## config.mk

```make
export PLATFORM = sky130hd
export DESIGN_NAME = bounded_max_heap_queue_unit
export DESIGN_NICKNAME = d
export VERILOG_FILES = /design/src/hw/rtl/bmhq_pkg.sv /design/src/hw/rtl/bmhq_ram.sv /design/src/hw/rtl/bounded_max_heap_queue_unit.sv
export SDC_FILE = /design/constraint.sdc
export NUM_CORES = 1
export LEC_CHECK = 0
export BUFFER_PORTS_ARGS = -buffer_cell sky130_fd_sc_hd__buf_2
export CORE_MARGIN = 4
export CORE_UTILIZATION = 33
export CTS_CLUSTER_DIAMETER = 30
export DETAILED_ROUTE_END_ITERATION = 10
export GPL_TIMING_DRIVEN = 0
export SLEW_MARGIN = 25
export SYNTH_ARGS = -nofsm -noshare
export SYNTH_HDL_FRONTEND = slang
export SYNTH_SLANG_ARGS = --single-unit
```

## constraint.sdc

```tcl
create_clock -name clk_i -period 14.5 [get_ports clk_i]
set_input_delay 2.9 -clock clk_i [delete_from_list [all_inputs] [get_ports clk_i]]
set_output_delay 2.9 -clock clk_i [all_outputs]
set_load 0.02 [all_outputs]
```

## src/hw/rtl/bmhq_pkg.sv

```systemverilog
// Package for the bounded max-heap queue: default sizes, result status codes,
// configuration register indexes, their reset values and the operation codes.
// No dependencies; the top level and the checker import it.
package bmhq_pkg;

  localparam int CAPACITY_DEF   = 64;
  localparam int DATA_WIDTH_DEF = 16;

  localparam int STATUS_W  = 3;
  localparam int REG_IDX_W = 1;

  localparam logic [STATUS_W-1:0] ST_OK    = 3'd0;
  localparam logic [STATUS_W-1:0] ST_EMPTY = 3'd1;
  localparam logic [STATUS_W-1:0] ST_RANGE = 3'd2;
  localparam logic [STATUS_W-1:0] ST_DUP   = 3'd3;
  localparam logic [STATUS_W-1:0] ST_FULL  = 3'd4;

  localparam logic [REG_IDX_W-1:0] REG_UPPER = 1'd0;
  localparam logic [REG_IDX_W-1:0] REG_LOWER = 1'd1;

  localparam int UPPER_RESET = 100;
  localparam int LOWER_RESET = 0;

  localparam logic OP_PUSH = 1'b0;
  localparam logic OP_POP  = 1'b1;

endpackage

```

## src/hw/rtl/bmhq_ram.sv

```systemverilog
// Generic synchronous RAM: one write port and one read port with registered
// read data. Used for the heap storage; depends on nothing else.
module bmhq_ram #(
  parameter int WIDTH = 16,
  parameter int DEPTH = 64
) (
  input  logic                     clk_i,
  input  logic                     we_i,
  input  logic [$clog2(DEPTH)-1:0] waddr_i,
  input  logic [WIDTH-1:0]         wdata_i,
  input  logic [$clog2(DEPTH)-1:0] raddr_i,
  output logic [WIDTH-1:0]         rdata_o
);

  logic [WIDTH-1:0] mem [DEPTH];

  always_ff @(posedge clk_i) begin
    if (we_i) begin
      mem[waddr_i] <= wdata_i;
    end
    rdata_o <= mem[raddr_i];
  end

endmodule

```

## src/hw/rtl/bounded_max_heap_queue_unit.sv

```systemverilog
// Top level of the bounded max-heap queue: command interface, bound registers
// and the sequencer that walks the heap held in one bmhq_ram instance.
// Depends on bmhq_pkg and bmhq_ram.

// A priority queue of distinct signed values kept as a binary max-heap in a
// single RAM with registered read data. Raise start for one cycle while busy
// is low to request a push (op_i = 0) or a pop (op_i = 1); the result appears
// on done_o for exactly one cycle and cannot be stalled. A push first scans
// every stored entry for a duplicate, one RAM read per cycle, then sifts up,
// reading the parent and then comparing and writing at each level. A pop
// takes two reads to fetch the root and the last entry, then sifts down,
// reading the left child, then the right child, then comparing and writing
// at each level. A push out of range or a pop from an empty heap goes
// straight to the result; a duplicate or a full heap is only known after
// the scan. The single RAM read port forces these reads one at a time. The
// bound registers may be written whenever the block is idle.
module bounded_max_heap_queue_unit
  import bmhq_pkg::*;
#(
  parameter int CAPACITY   = CAPACITY_DEF,
  parameter int DATA_WIDTH = DATA_WIDTH_DEF
) (
  input  logic                          clk_i,
  input  logic                          rst_ni,
  input  logic                          start,
  output logic                          busy,
  input  logic                          op_i,
  input  logic signed [DATA_WIDTH-1:0]  value_i,
  output logic                          done_o,
  output logic signed [DATA_WIDTH-1:0]  popped_o,
  output logic [STATUS_W-1:0]           status_o,
  output logic signed [DATA_WIDTH-1:0]  top_value_o,
  output logic [$clog2(CAPACITY+1)-1:0] count_o,
  input  logic                          cfg_valid_i,
  output logic                          cfg_ready_o,
  input  logic [REG_IDX_W-1:0]          cfg_index_i,
  input  logic [DATA_WIDTH-1:0]         cfg_data_i
);

  localparam int AW   = $clog2(CAPACITY);
  localparam int CW   = $clog2(CAPACITY + 1);
  localparam int CHW  = AW + 2;
  localparam int SW   = 4;

  localparam logic [SW-1:0] S_IDLE   = 4'd0;
  localparam logic [SW-1:0] S_SCAN   = 4'd1;
  localparam logic [SW-1:0] S_UP_RD  = 4'd2;
  localparam logic [SW-1:0] S_UP_CMP = 4'd3;
  localparam logic [SW-1:0] S_POP_R1 = 4'd4;
  localparam logic [SW-1:0] S_POP_X  = 4'd5;
  localparam logic [SW-1:0] S_DN_RL  = 4'd6;
  localparam logic [SW-1:0] S_DN_RR  = 4'd7;
  localparam logic [SW-1:0] S_DN_CMP = 4'd8;
  localparam logic [SW-1:0] S_FIN    = 4'd9;
  localparam logic [SW-1:0] S_OUT    = 4'd10;

  logic [SW-1:0] state_q, state_d;
  logic [CW-1:0] cnt_q, cnt_d;
  logic [CW-1:0] idx_q, idx_d;
  logic          pend_q, pend_d;
  logic          dup_q, dup_d;
  logic          done_q, done_d;

  logic signed [DATA_WIDTH-1:0] upper_q, lower_q;

  logic signed [DATA_WIDTH-1:0] x_q, x_d;
  logic signed [DATA_WIDTH-1:0] left_q, left_d;
  logic signed [DATA_WIDTH-1:0] popped_q, popped_d;
  logic [STATUS_W-1:0]          status_q, status_d;
  logic [AW-1:0]                pos_q, pos_d;

  logic signed [DATA_WIDTH-1:0] res_popped_q, res_popped_d;
  logic [STATUS_W-1:0]          res_status_q, res_status_d;
  logic signed [DATA_WIDTH-1:0] res_top_q, res_top_d;
  logic [CW-1:0]                res_count_q, res_count_d;

  logic                         wr_en;
  logic [AW-1:0]                wr_addr, rd_addr;
  logic [DATA_WIDTH-1:0]        wr_data, rd_data;
  logic signed [DATA_WIDTH-1:0] rd_val;

  logic [AW-1:0]  pos_m1, parent;
  logic [CHW-1:0] child_l, child_r, cnt_ext;
  logic           has_right, take_right;
  logic signed [DATA_WIDTH-1:0] big_val;
  logic [AW-1:0]  big_idx;
  logic           in_range;

  bmhq_ram #(
    .WIDTH(DATA_WIDTH),
    .DEPTH(CAPACITY)
  ) u_ram (
    .clk_i  (clk_i),
    .we_i   (wr_en),
    .waddr_i(wr_addr),
    .wdata_i(wr_data),
    .raddr_i(rd_addr),
    .rdata_o(rd_data)
  );

  assign rd_val = $signed(rd_data);

  // Heap index arithmetic: parent of pos, and both children of pos.
  assign pos_m1     = pos_q - 1'b1;
  assign parent     = AW'(pos_m1 >> 1);
  assign child_l    = CHW'({pos_q, 1'b1});
  assign child_r    = child_l + 1'b1;
  assign cnt_ext    = CHW'(cnt_q);
  assign has_right  = child_r < cnt_ext;
  assign take_right = has_right && (rd_val > left_q);
  assign big_val    = take_right ? rd_val : left_q;
  assign big_idx    = take_right ? AW'(child_r) : AW'(child_l);
  assign in_range   = (value_i < upper_q) && (value_i > lower_q);

  assign busy        = (state_q != S_IDLE);
  assign cfg_ready_o = 1'b1;
  assign done_o      = done_q;
  assign popped_o    = res_popped_q;
  assign status_o    = res_status_q;
  assign top_value_o = res_top_q;
  assign count_o     = res_count_q;

  always_comb begin
    state_d      = state_q;
    cnt_d        = cnt_q;
    idx_d        = idx_q;
    pend_d       = pend_q;
    dup_d        = dup_q;
    done_d       = 1'b0;
    x_d          = x_q;
    left_d       = left_q;
    popped_d     = popped_q;
    status_d     = status_q;
    pos_d        = pos_q;
    res_popped_d = res_popped_q;
    res_status_d = res_status_q;
    res_top_d    = res_top_q;
    res_count_d  = res_count_q;
    wr_en        = 1'b0;
    wr_addr      = pos_q;
    wr_data      = x_q;
    rd_addr      = '0;

    unique case (state_q)
      S_IDLE: begin
        if (start) begin
          x_d      = value_i;
          popped_d = '0;
          status_d = ST_OK;
          if (op_i == OP_PUSH) begin
            if (!in_range) begin
              status_d = ST_RANGE;
              state_d  = S_FIN;
            end else begin
              idx_d   = '0;
              pend_d  = 1'b0;
              dup_d   = 1'b0;
              state_d = S_SCAN;
            end
          end else if (cnt_q == '0) begin
            popped_d = lower_q;
            status_d = ST_EMPTY;
            state_d  = S_FIN;
          end else begin
            rd_addr = '0;
            state_d = S_POP_R1;
          end
        end
      end

      // One read issued per cycle; the data of the previous read is compared.
      S_SCAN: begin
        if (pend_q && (rd_val == x_q)) begin
          dup_d = 1'b1;
        end
        if (idx_q < cnt_q) begin
          rd_addr = AW'(idx_q);
          idx_d   = idx_q + 1'b1;
          pend_d  = 1'b1;
        end else begin
          pend_d = 1'b0;
          if (!pend_q) begin
            if (dup_q) begin
              status_d = ST_DUP;
              state_d  = S_FIN;
            end else if (cnt_q == CW'(CAPACITY)) begin
              status_d = ST_FULL;
              state_d  = S_FIN;
            end else begin
              pos_d   = AW'(cnt_q);
              cnt_d   = cnt_q + 1'b1;
              state_d = S_UP_RD;
            end
          end
        end
      end

      S_UP_RD: begin
        if (pos_q == '0) begin
          wr_en   = 1'b1;
          state_d = S_FIN;
        end else begin
          rd_addr = parent;
          state_d = S_UP_CMP;
        end
      end

      S_UP_CMP: begin
        wr_en = 1'b1;
        if (x_q > rd_val) begin
          wr_data = rd_data;
          pos_d   = parent;
          state_d = S_UP_RD;
        end else begin
          state_d = S_FIN;
        end
      end

      S_POP_R1: begin
        popped_d = rd_val;
        rd_addr  = AW'(cnt_q - 1'b1);
        state_d  = S_POP_X;
      end

      // The last entry moves to the root; it is written only where it settles.
      S_POP_X: begin
        x_d   = rd_val;
        cnt_d = cnt_q - 1'b1;
        pos_d = '0;
        if (cnt_q == CW'(1)) begin
          state_d = S_FIN;
        end else begin
          state_d = S_DN_RL;
        end
      end

      S_DN_RL: begin
        if (child_l >= cnt_ext) begin
          wr_en   = 1'b1;
          state_d = S_FIN;
        end else begin
          rd_addr = AW'(child_l);
          state_d = S_DN_RR;
        end
      end

      S_DN_RR: begin
        left_d  = rd_val;
        rd_addr = AW'(child_r);
        state_d = S_DN_CMP;
      end

      S_DN_CMP: begin
        wr_en = 1'b1;
        if (big_val > x_q) begin
          wr_data = big_val;
          pos_d   = big_idx;
          state_d = S_DN_RL;
        end else begin
          state_d = S_FIN;
        end
      end

      S_FIN: begin
        rd_addr = '0;
        state_d = S_OUT;
      end

      S_OUT: begin
        res_popped_d = popped_q;
        res_status_d = status_q;
        res_count_d  = cnt_q;
        res_top_d    = (cnt_q == '0) ? '1 : rd_val;
        done_d       = 1'b1;
        state_d      = S_IDLE;
      end

      default: begin
        state_d = S_IDLE;
      end
    endcase
  end

  always_ff @(posedge clk_i or negedge rst_ni) begin
    if (!rst_ni) begin
      state_q <= S_IDLE;
      cnt_q   <= '0;
      idx_q   <= '0;
      pend_q  <= 1'b0;
      dup_q   <= 1'b0;
      done_q  <= 1'b0;
    end else begin
      state_q <= state_d;
      cnt_q   <= cnt_d;
      idx_q   <= idx_d;
      pend_q  <= pend_d;
      dup_q   <= dup_d;
      done_q  <= done_d;
    end
  end

  always_ff @(posedge clk_i or negedge rst_ni) begin
    if (!rst_ni) begin
      upper_q <= DATA_WIDTH'(UPPER_RESET);
      lower_q <= DATA_WIDTH'(LOWER_RESET);
    end else if (cfg_valid_i && cfg_ready_o) begin
      unique case (cfg_index_i)
        REG_UPPER: upper_q <= $signed(cfg_data_i);
        REG_LOWER: lower_q <= $signed(cfg_data_i);
        default:   upper_q <= upper_q;
      endcase
    end
  end

  always_ff @(posedge clk_i) begin
    x_q          <= x_d;
    left_q       <= left_d;
    popped_q     <= popped_d;
    status_q     <= status_d;
    pos_q        <= pos_d;
    res_popped_q <= res_popped_d;
    res_status_q <= res_status_d;
    res_top_q    <= res_top_d;
    res_count_q  <= res_count_d;
  end

endmodule

```

# [Yosys cells after proc, flatten, opt, wreduce, memory -nomap -nowiden]
# Memory sizes are Yosys's and may differ from the RTL's. A register that Yosys moved wholly into a read port is not among the register bits.
# Index checks and enable logic that the tools add are counted.
[classes] addsub=5 n_mul=0 div=0 n_lt_le_gt_ge=8 n_eq_ne=25 shift=0 mux=68 bitwise=1 reduce_logical=24
[ops] operator="$mux W16" n=7
[ops] operator="$pmux W16 S2" n=3
[ops] operator="$gt A16 B16 Y1" n=4
[ops] operator="$mux W7" n=8
[ops] operator="$mux W6" n=9
[ops] operator="$mux W4" n=13
[ops] operator="$pmux W4 S10" n=1
[ops] operator="$pmux W6 S5" n=1
[ops] operator="$pmux W7 S2" n=2
[ops] operator="$pmux W6 S4" n=1
[ops] operator="$ne A2 B2 Y1 const B" n=11
[ops] operator="$reduce_and A5 Y1" n=4
[ops] operator="$mux W3" n=6
[ops] operator="$eq A16 B16 Y1" n=1
[ops] operator="$eq A4 B3 Y1 const B" n=4
[ops] operator="$lt A16 B16 Y1" n=1
[ops] operator="$add A7 B1 Y7 const B" n=2
[ops] operator="$eq A4 B4 Y1 const B" n=3
[ops] operator="$mux W1" n=11
[ops] operator="$add A7 B1 Y8 const B" n=1
[ops] operator="$eq A4 B2 Y1 const B" n=2
[ops] operator="$lt A8 B7 Y1" n=1
[ops] operator="$reduce_and A2 Y1" n=4
[ops] operator="$reduce_bool A2 Y1" n=4
[ops] operator="23 further kinds" n=27
[word_totals] regBits=152 latchBits=0 ram_bits=1024 romBits=0 inputBits=38 output_inout_bits=45 word_cells=149 memories=1
[memory_table] name="u_ram.mem" depth=64 width=16 read_ports=1 rd_ports_with_merged_regs=1 write_ports=1 line="bmhq_ram.sv:15" rtl="logic [WIDTH-1:0] mem [DEPTH];"

# [Longest topological paths before layout]
# Gate-level depths: netlist of run 1.
[depth] ltp_word=7 ltp_mapped=27 depth_no_buf=22

# [Modules after synthesis]
# Synthesis of run 1 repeated with hierarchy kept, for this count alone.
[hier_totals] hier_cells=2768 area_unflattened_um2=49478.7
[by_module_without_submodules] mod="bmhq_ram" instances=1 cells_per_inst=1822 area_per_inst_um2=39949.6 seq_area_each_um2=31069.8
[by_module_without_submodules] mod="bounded_max_heap_queue_unit" instances=1 cells_per_inst=946 area_per_inst_um2=9529.1 seq_area_each_um2=4302.9

# [Least setup slack after synthesis of run 1]
# Ideal clock, no wire load.
[synth_path] kind="register to register" from="register pos_q[3]" to="memory u_ram.mem[0][10] (data pin)" setup_ns=0.366 t_arrival_ns=5.645 t_required_ns=14.134 path_slack_ns=8.489 stages_incl_launch_ff=27 n_path_buf=5 period_less_slack_ns=6.011 path_cell_list="edfxtp_1 buf_2 buf_1 nand2_1 nor2_1 xor2_1 ha_1 a221oi_1 o21ai_0 a21oi_1 o21ai_0 a21oi_1 clkbuf_1 clkbuf_1 o21ai_0 ha_1 nor2b_1 o21a_1 o21a_1 o21ai_0 a21oi_1 nor3_1 o21ai_0 o21ai_1 clkbuf_1 o21a_1 a221o_1"
[synth_between] elab_chain_cells=7
[synth_rtl] element="start: declaration" line="bounded_max_heap_queue_unit.sv:70" rtl="logic [AW-1:0] pos_q, pos_d;"
[synth_rtl] element="start signal: assignment" line="bounded_max_heap_queue_unit.sv:320" rtl="pos_q <= pos_d;"
[synth_rtl] element="$add A7 B1 Y8 (*)" line="bounded_max_heap_queue_unit.sv:107" rtl="assign child_r = child_l + 1'b1;"
[synth_rtl] element="$lt A8 B7 Y1 (*)" line="bounded_max_heap_queue_unit.sv:109" rtl="assign has_right = child_r < cnt_ext;"
[synth_rtl] element="$logic_and A1 B1 Y1 (*)" line="bounded_max_heap_queue_unit.sv:110" rtl="assign take_right = has_right && (rd_val > left_q);"
[synth_rtl] element="$mux W16 (*)" line="bounded_max_heap_queue_unit.sv:111" rtl="assign big_val = take_right ? rd_val : left_q;"
[synth_rtl] element="$gt A16 B16 Y1" line="bounded_max_heap_queue_unit.sv:255" rtl="if (big_val > x_q) begin"
[synth_rtl] element="$mux W16 (*)" line="bounded_max_heap_queue_unit.sv:255"
[synth_rtl] element="$pmux W16 S2 (*)" line="bounded_max_heap_queue_unit.sv:144" rtl="unique case (state_q)"
[synth_rtl] element="net u_ram.wdata_i[10]" line="bmhq_ram.sv:10" rtl="input logic [WIDTH-1:0] wdata_i,"
[synth_rtl] element="end: declaration" line="bmhq_ram.sv:15"
# Mark *: on every way through the listed nets, which the timed path passes. The rest lies on a longest branch.

# [Final worst setup path of run 1]
[layout_path] from="register pos_q[3]" to="memory u_ram.mem[19][9] (data pin)"
# The elaborated chain is that of the path after synthesis.

==> impl_metrics.ini, run 1 <==
[status]
outcome = complete, no violations

[synthesis]
synth_flop_cell = edfxtp_1
synth_cells = 3720
ys_async_sr_fraction = 0.0445
syn_avg_cell_area_sq_um = 13.4
ys_types = 79
synth_warnings = 0
synth_edf_count = 1123
synth_area_sq_um = 49900
synth_nets = 3861
synth_seq_area_share = 0.709
synth_seq_cells = 1192

[cells_and_area]
fin_nets = 4222
final_cell_mix = edfxtp_1 (1123), nand2_1 (683), a21oi_1 (300)
final_common_cell = edfxtp_1
synthToLayoutAreaGrowth_pct = 24.5
register_area_sq_um = 35400
utilization = 0.414
drive_gt1_frac = 0.186
n_fill_cell = 13600
multi_input_area_sq_um = 13500

[global_routing]
overflow = 0
first_global_vias = 32700
antenna_found_initial = 5
grt.total_usage = 0.185
grt_max_degree = 65
grt_first_pass_wirelength_microns = 218000

[clock_tree]
cts_setup_buffers = 0
cts_hold_buf = 0
cts_resized = 0
cts_tree = done
cts_buffers = 227
clock_path_buffers = 3
path_clk_slew_ns = 0.06
cts_sinks = 1192
cts_max_level = 4
cts-root-buf = clkbuf_16
clk_latency_ns = 0.84

[power_and_ir_drop]
p_sw_frac = 0.385
comb_power_share = 0.360
p_leak_uw = 0.0220
power.density_nw_per_um2 = 254
switchingPower_uw = 6080
vdd_drop_max_v = 0.000158
seq_power_share = 0.297
clockPowerShare = 0.343
internal_power_uw = 9700

[setup_path]
cp_data_required_time_ns = 15.10
reg2reg_to = u_ram.mem[19][9]
worst_path_max_delay_cell = a221o_4
cp-end-kind = flop
crit_path_max_incr_delay_ns = 0.66
arrival_ns = 8.73
rr_worst_depth = 26
path_max_fanout = 34
r2r_slack_ns = 6.37
cp-start-kind = flop
crit_end = u_ram.mem[19][9]
cp_num_buf_inv = 7
cpLargestDelayFamily = buffers and inverters
crit_start = pos_q[3]
path_class = reg2reg
r2r-start = pos_q[3]
cp.depth = 26

[die]
fp.dieW_microns = 397
dieHeight_microns = 397
row_count = 142
dieArea_sq_um = 158000
io_pins = 83
core_sq_um = 150000
start_util = 0.333

[timing]
relSlewSlack = 0.208
finalClockSkew_ns = 0.0724
fin_crit_ns = 8.13
setup_viol = 0
finalCritPeriodShare = 0.561
fin_tns_setup_ns = 0
slew_violations = 0
max_freq_ghz = 0.123
worstMarginPinSlew_ns = 1.18
rsz0062_at_grt = no
hold_viol = 0

[detailed_routing]
routed_wirelength_microns = 150000
num_vias = 33700
viasPerCell = 5.35
ant_nets = 0
drt_first_pass_iters = 5
drc = 0
drtIter0Drc = 3934
wl_per_cell_microns = 23.8

[flow_run]
max_cap_violations = 0

[placement]
dp_hpwl_microns = 100000
gp_congestion = 0.925
portBuffers = 81

[min_path]
hold_path_class = reg2reg
-- flip-flops by register name, indices dropped and copies added (netlist names) --
name	count
u_ram.mem	1024
left_q	16
lower_q	16
popped_o	16
popped_q	16
top_value_o	16
u_ram.rdata_o	16
upper_q	16
x_q	16
cnt_q	7
count_o	7
idx_q	7
pos_q	6
state_q	4
status_o	3
status_q	3
done_o	1
dup_q	1
pend_q	1
-- worst register-to-register path: cells and delay by family, from the launching register on --
kind / cells / cell delay (ns)
AOI/OAI and AO/OA: 9 / 2.36
xor gates and xnor gates: 1 / 0.19
adders and majority gates: 2 / 0.61
buffers and inverters: 7 / 2.92
DFF: 1 / 0.35
and+or+nand+nor: 7 / 1.46
-- metal layers --
layer	up-vias	wire (microns)	track usage
met2	1764	68600	0.287
met1	16700	60800	0.250
met5	-	31	0
met4	4	6250	0.0843
met3	289	14200	0.0393
li1	15000	-	-
-- worst min-delay path by stage --
| stage | slack, ns | start | depth (start not counted) | to |
|---|---|---|---|---|
| 6_report | 0.41 | popped_q[9] | 0 | popped_o[9] |
| 5_1_grt | 0.41 | popped_q[9] | 0 | popped_o[9] |
| 4_1_cts | 0.41 | popped_q[9] | 0 | popped_o[9] |
| 3_5_place_dp | 0.40 | popped_q[11] | 0 | popped_o[11] |
| 3_3_place_gp | 0.40 | popped_q[6] | 0 | popped_o[6] |
| 2_1_floorplan | 0.40 | popped_q[0] | 0 | popped_o[0] |
-- logic make-up (layout without fill, tap and decap cells) --
group,count (synthesis),after routing,synth area share
buf+inv,323,884,0.0286
simple gates,1070,1070,0.0943
fa+ha+maj,103,103,0.0258
other cells,1,4,0.0000751
flops,1192,1192,0.709
xor+xnor,25,25,0.00439
mux,88,88,0.0189
compound gates,918,918,0.119
-- Yosys cell counts, types with 16 or more instances --
cell type / count / area [sq um]
edfxtp_1: 1123 / 33700
dfrtp_1: 50 / 1250
nand2_1: 683 / 2560
a211oi_1: 76 / 571
a221o_1: 17 / 170
xnor2_1: 16 / 140
a211o_1: 18 / 158
a21oi_1: 300 / 1500
o21a_1: 20 / 150
nand3_1: 52 / 260
a21o_1: 18 / 135
ha_1: 103 / 1290
nand4_1: 24 / 150
inv_1: 99 / 372
mux2_2: 20 / 225
or4_1: 18 / 135
mux2i_1: 65 / 651
a31oi_1: 85 / 532
buf_1: 17 / 63.8
nor2_1: 116 / 435
a211oi_2: 16 / 200
dfxtp_1: 16 / 320
nor2b_1: 31 / 194
clkbuf_1: 82 / 308
o22ai_1: 78 / 488
buf_4: 16 / 120
and3_1: 72 / 450
buf_2: 106 / 531
o21ai_0: 91 / 455
a22oi_1: 126 / 946
-- layout make-up --
cell class / instances / share of cell area
Antenna cell: 3 / 0.000121
Clock inverter: 175 / 0.0360
Buffer: 224 / 0.0170
Timing Repair Buffer: 132 / 0.0193
Sequential cell: 1192 / 0.569
Inverter: 99 / 0.00598
Tap cell: 2016 / 0.0406
Clock buffer: 254 / 0.0940
Multi-Input combinational cell: 2205 / 0.218
-- power by group through the flow --
stage	Clock, uW	Combinational (uW)	Sequential (uW)
2_1_floorplan	0	3180	4740
3_3_place_gp	0	5270	4840
3_5_place_dp	0	5570	4750
4_1_cts	5470	5610	4690
5_1_grt	5650	6040	4710
6_report	5410	5670	4690
-- stage by stage --
stage / total power (uW) / instance area, sq um / hold WS [ns] / setup slack (ns) / std cells
final: 15800 / 62100 / 0.411 / 6.37 / 6300
after global routing: 16400 / 62100 / 0.413 / 5.85 / 6297
after CTS: 15800 / 62100 / 0.411 / 6.42 / 6297
after detailed placement: 10300 / 54100 / 0.405 / 6.55 / 5868
after global placement: 10100 / 52900 / 0.402 / 4.76 / 5817
after floorplan: 7920 / 49900 / 0.400 / 8.49 / 3720
No activity file was read; power rests on OpenSTA's default activity.
==> inputs of run 2 (changes only) <==
- clock period: 14.5 -> 6.7 ns (I/O delays scaled with it)
==> run 2 against run 1 <==
  * Hold slack about the same
  * Critical path depth decreased by 2
  * Die area is the same
  * Sequential share of layout area is 0.21 points lower
  * Clock skew up 0.0014 ns
  * Sequential cell count unchanged
  * First-iteration DRC count rose by 9.6%
==> impl_metrics.ini, run 2 (synthesized netlist as in run 1, its figures left out) <==
[global_routing]
grt.total_usage = 0.189
first_global_vias = 32900
overflow = 0
grt_max_degree = 57
antenna_found_initial = 9
grt_first_pass_wirelength_microns = 221000

[cells_and_area]
final_cell_mix = edfxtp_1 (1123), nand2_1 (682), a21oi_1 (299)
multi_input_area_sq_um = 13700
final_cell_count_no_fill = 6313
final_common_cell = edfxtp_1
final_cell_area_sq_um = 62400
fin_nets = 4235
drive_gt1_frac = 0.192
largest_reg_flops = 1024
largest_register = u_ram.mem
register_area_sq_um = 35400
n_fill_cell = 13600
synthToLayoutAreaGrowth_pct = 25.0

[detailed_routing]
viasPerCell = 5.39
drt_first_pass_iters = 8
num_vias = 34000
ant_nets = 0
wl_per_cell_microns = 24.5
routed_wirelength_microns = 155000
drtIter0Drc = 4313
drc = 0

[placement]
gp_congestion = 0.925
placedInstanceArea_sq_um = 54100
dp_hpwl_microns = 100000
portBuffers = 81
dp_cells = 5868

[timing]
finalCritPeriodShare = 0.947
slew_violations = 0
worstMarginPinSlew_ns = 1.23
fin_crit_ns = 6.34
relSlewSlack = 0.178
max_freq_ghz = 0.158
finalClockSkew_ns = 0.0738
setup_viol = 0
hold_viol = 0

[power_and_ir_drop]
clockPowerShare = 0.339
internal_power_uw = 21100
seq_power_share = 0.295
power.density_nw_per_um2 = 554
p_leak_uw = 0.0221
vdd_drop_max_v = 0.000343
switchingPower_uw = 13400
p_sw_frac = 0.389
comb_power_share = 0.365

[setup_path]
cp_num_buf_inv = 5
worst_path_max_delay_cell = a221o_2
cp-start-kind = flop
cp_data_required_time_ns = 7.26
path_max_fanout = 16
path_class = reg2reg
arrival_ns = 6.90
cpLargestDelayFamily = compound AO/OA/AOI/OAI gates
crit_path_max_incr_delay_ns = 0.53
worstPathCellList = buf_2, inv_1, ha_1, ha_1, a21oi_1, o21bai_1, a21oi_1, o21ai_1, a21oi_2, clkbuf_4, buf_2, o21ai_0, ha_1, nor2b_1, o21a_1, o21a_1, o21ai_0, a21oi_1, nor3_2, o21ai_0, o21ai_2, buf_2, o21a_1, a221o_2
cp-end-kind = flop

[flow_run]
max_cap_violations = 0

[die]
dieHeight_microns = 397
row_count = 142
dieArea_sq_um = 158000
core_sq_um = 150000
start_util = 0.333
fp.dieW_microns = 397
io_pins = 83

[clock_tree]
cts_tree = done
cts_max_level = 4
cts-root-buf = clkbuf_16
clk_latency_ns = 0.85
path_clk_slew_ns = 0.05
clock_path_buffers = 3
cts_buffers = 227
cts_sinks = 1192

[status]
outcome = complete, no violations

[min_path]
hold_path_class = reg2reg
run 2: changes by cell type in the layout (fill, tap and decap cells not counted), moves of 3 or more:
cell	previous run	this run
buf_4	17	21
clkbuf_1	102	93
buf_12	8	11
buf_2	187	190
a221o_2	1	6
run 2: worst paths after layout:
check / startpoint / end / slack (ns) / cells after the start
min in group asynchronous: rst_ni / upper_q[12] / 0.60 / 1
max in group asynchronous: rst_ni / state_q[3] / 5.61 / 1
worst min-delay path: popped_q[9] / popped_o[9] / 0.41 / 0
worst max register to register: pos_q[1] / u_ram.mem[10][10] / 0.36 / 24
worst min register to register: popped_q[9] / popped_o[9] / 0.41 / 0
worst max-delay path: pos_q[1] / u_ram.mem[10][10] / 0.36 / 24
run 2: through the flow:
step	utilization	hold WS [ns]	power [uW]	worst slack, ns	setup TNS [ns]
final	0.416	0.411	34500	0.357	0
after global routing	0.416	0.413	35800	-0.0157	-0.0601
after CTS	0.415	0.411	34300	0.0317	0
after detailed placement	0.360	0.405	22300	-1.25	-849.52
after global placement	0.352	0.402	21900	-3.04	-2644.92
after floorplan	-	0.400	17100	0.689	0
run 2: repair_timing:
action                                  4_1_cts  5_1_grt
hold buffers                                  0        0
setup buffers                                 0        6
resized for setup                            21        8
endpoints found under the setup margin     1032      825
gates cloned                                  4        3
pin swaps                                     4        5
run 2: power groups by stage:
| stage | clock network (uW) | registers, uW | logic (uW) |
|---|---|---|---|
| finish | 11700 | 10200 | 12600 |
| global route | 12200 | 10200 | 13400 |
| CTS | 11800 | 10200 | 12300 |
| detailed placement | 0 | 10300 | 12000 |
| global placement | 0 | 10500 | 11400 |
| floorplan | 0 | 10300 | 6880 |
run 2: layout make-up:
type | instances | share of cell area
sequential | 1192 | 0.567
multi-input combinational | 2212 | 0.219
clock buffer | 254 | 0.0936
tap | 2016 | 0.0404
clock inverter | 175 | 0.0359
timing repair buffer | 138 | 0.0206
buffer | 224 | 0.0175
inverter | 99 | 0.00596
antenna | 3 | 0.000120
run 2: metal layers:
metal  up-vias  track usage  routed length (microns)
li1      15000            -                        -
met1     16900        0.255                    61900
met2      1866        0.290                    69400
met3       318       0.0450                    16700
met4         6       0.0859                     6820
met5         -            0                       40
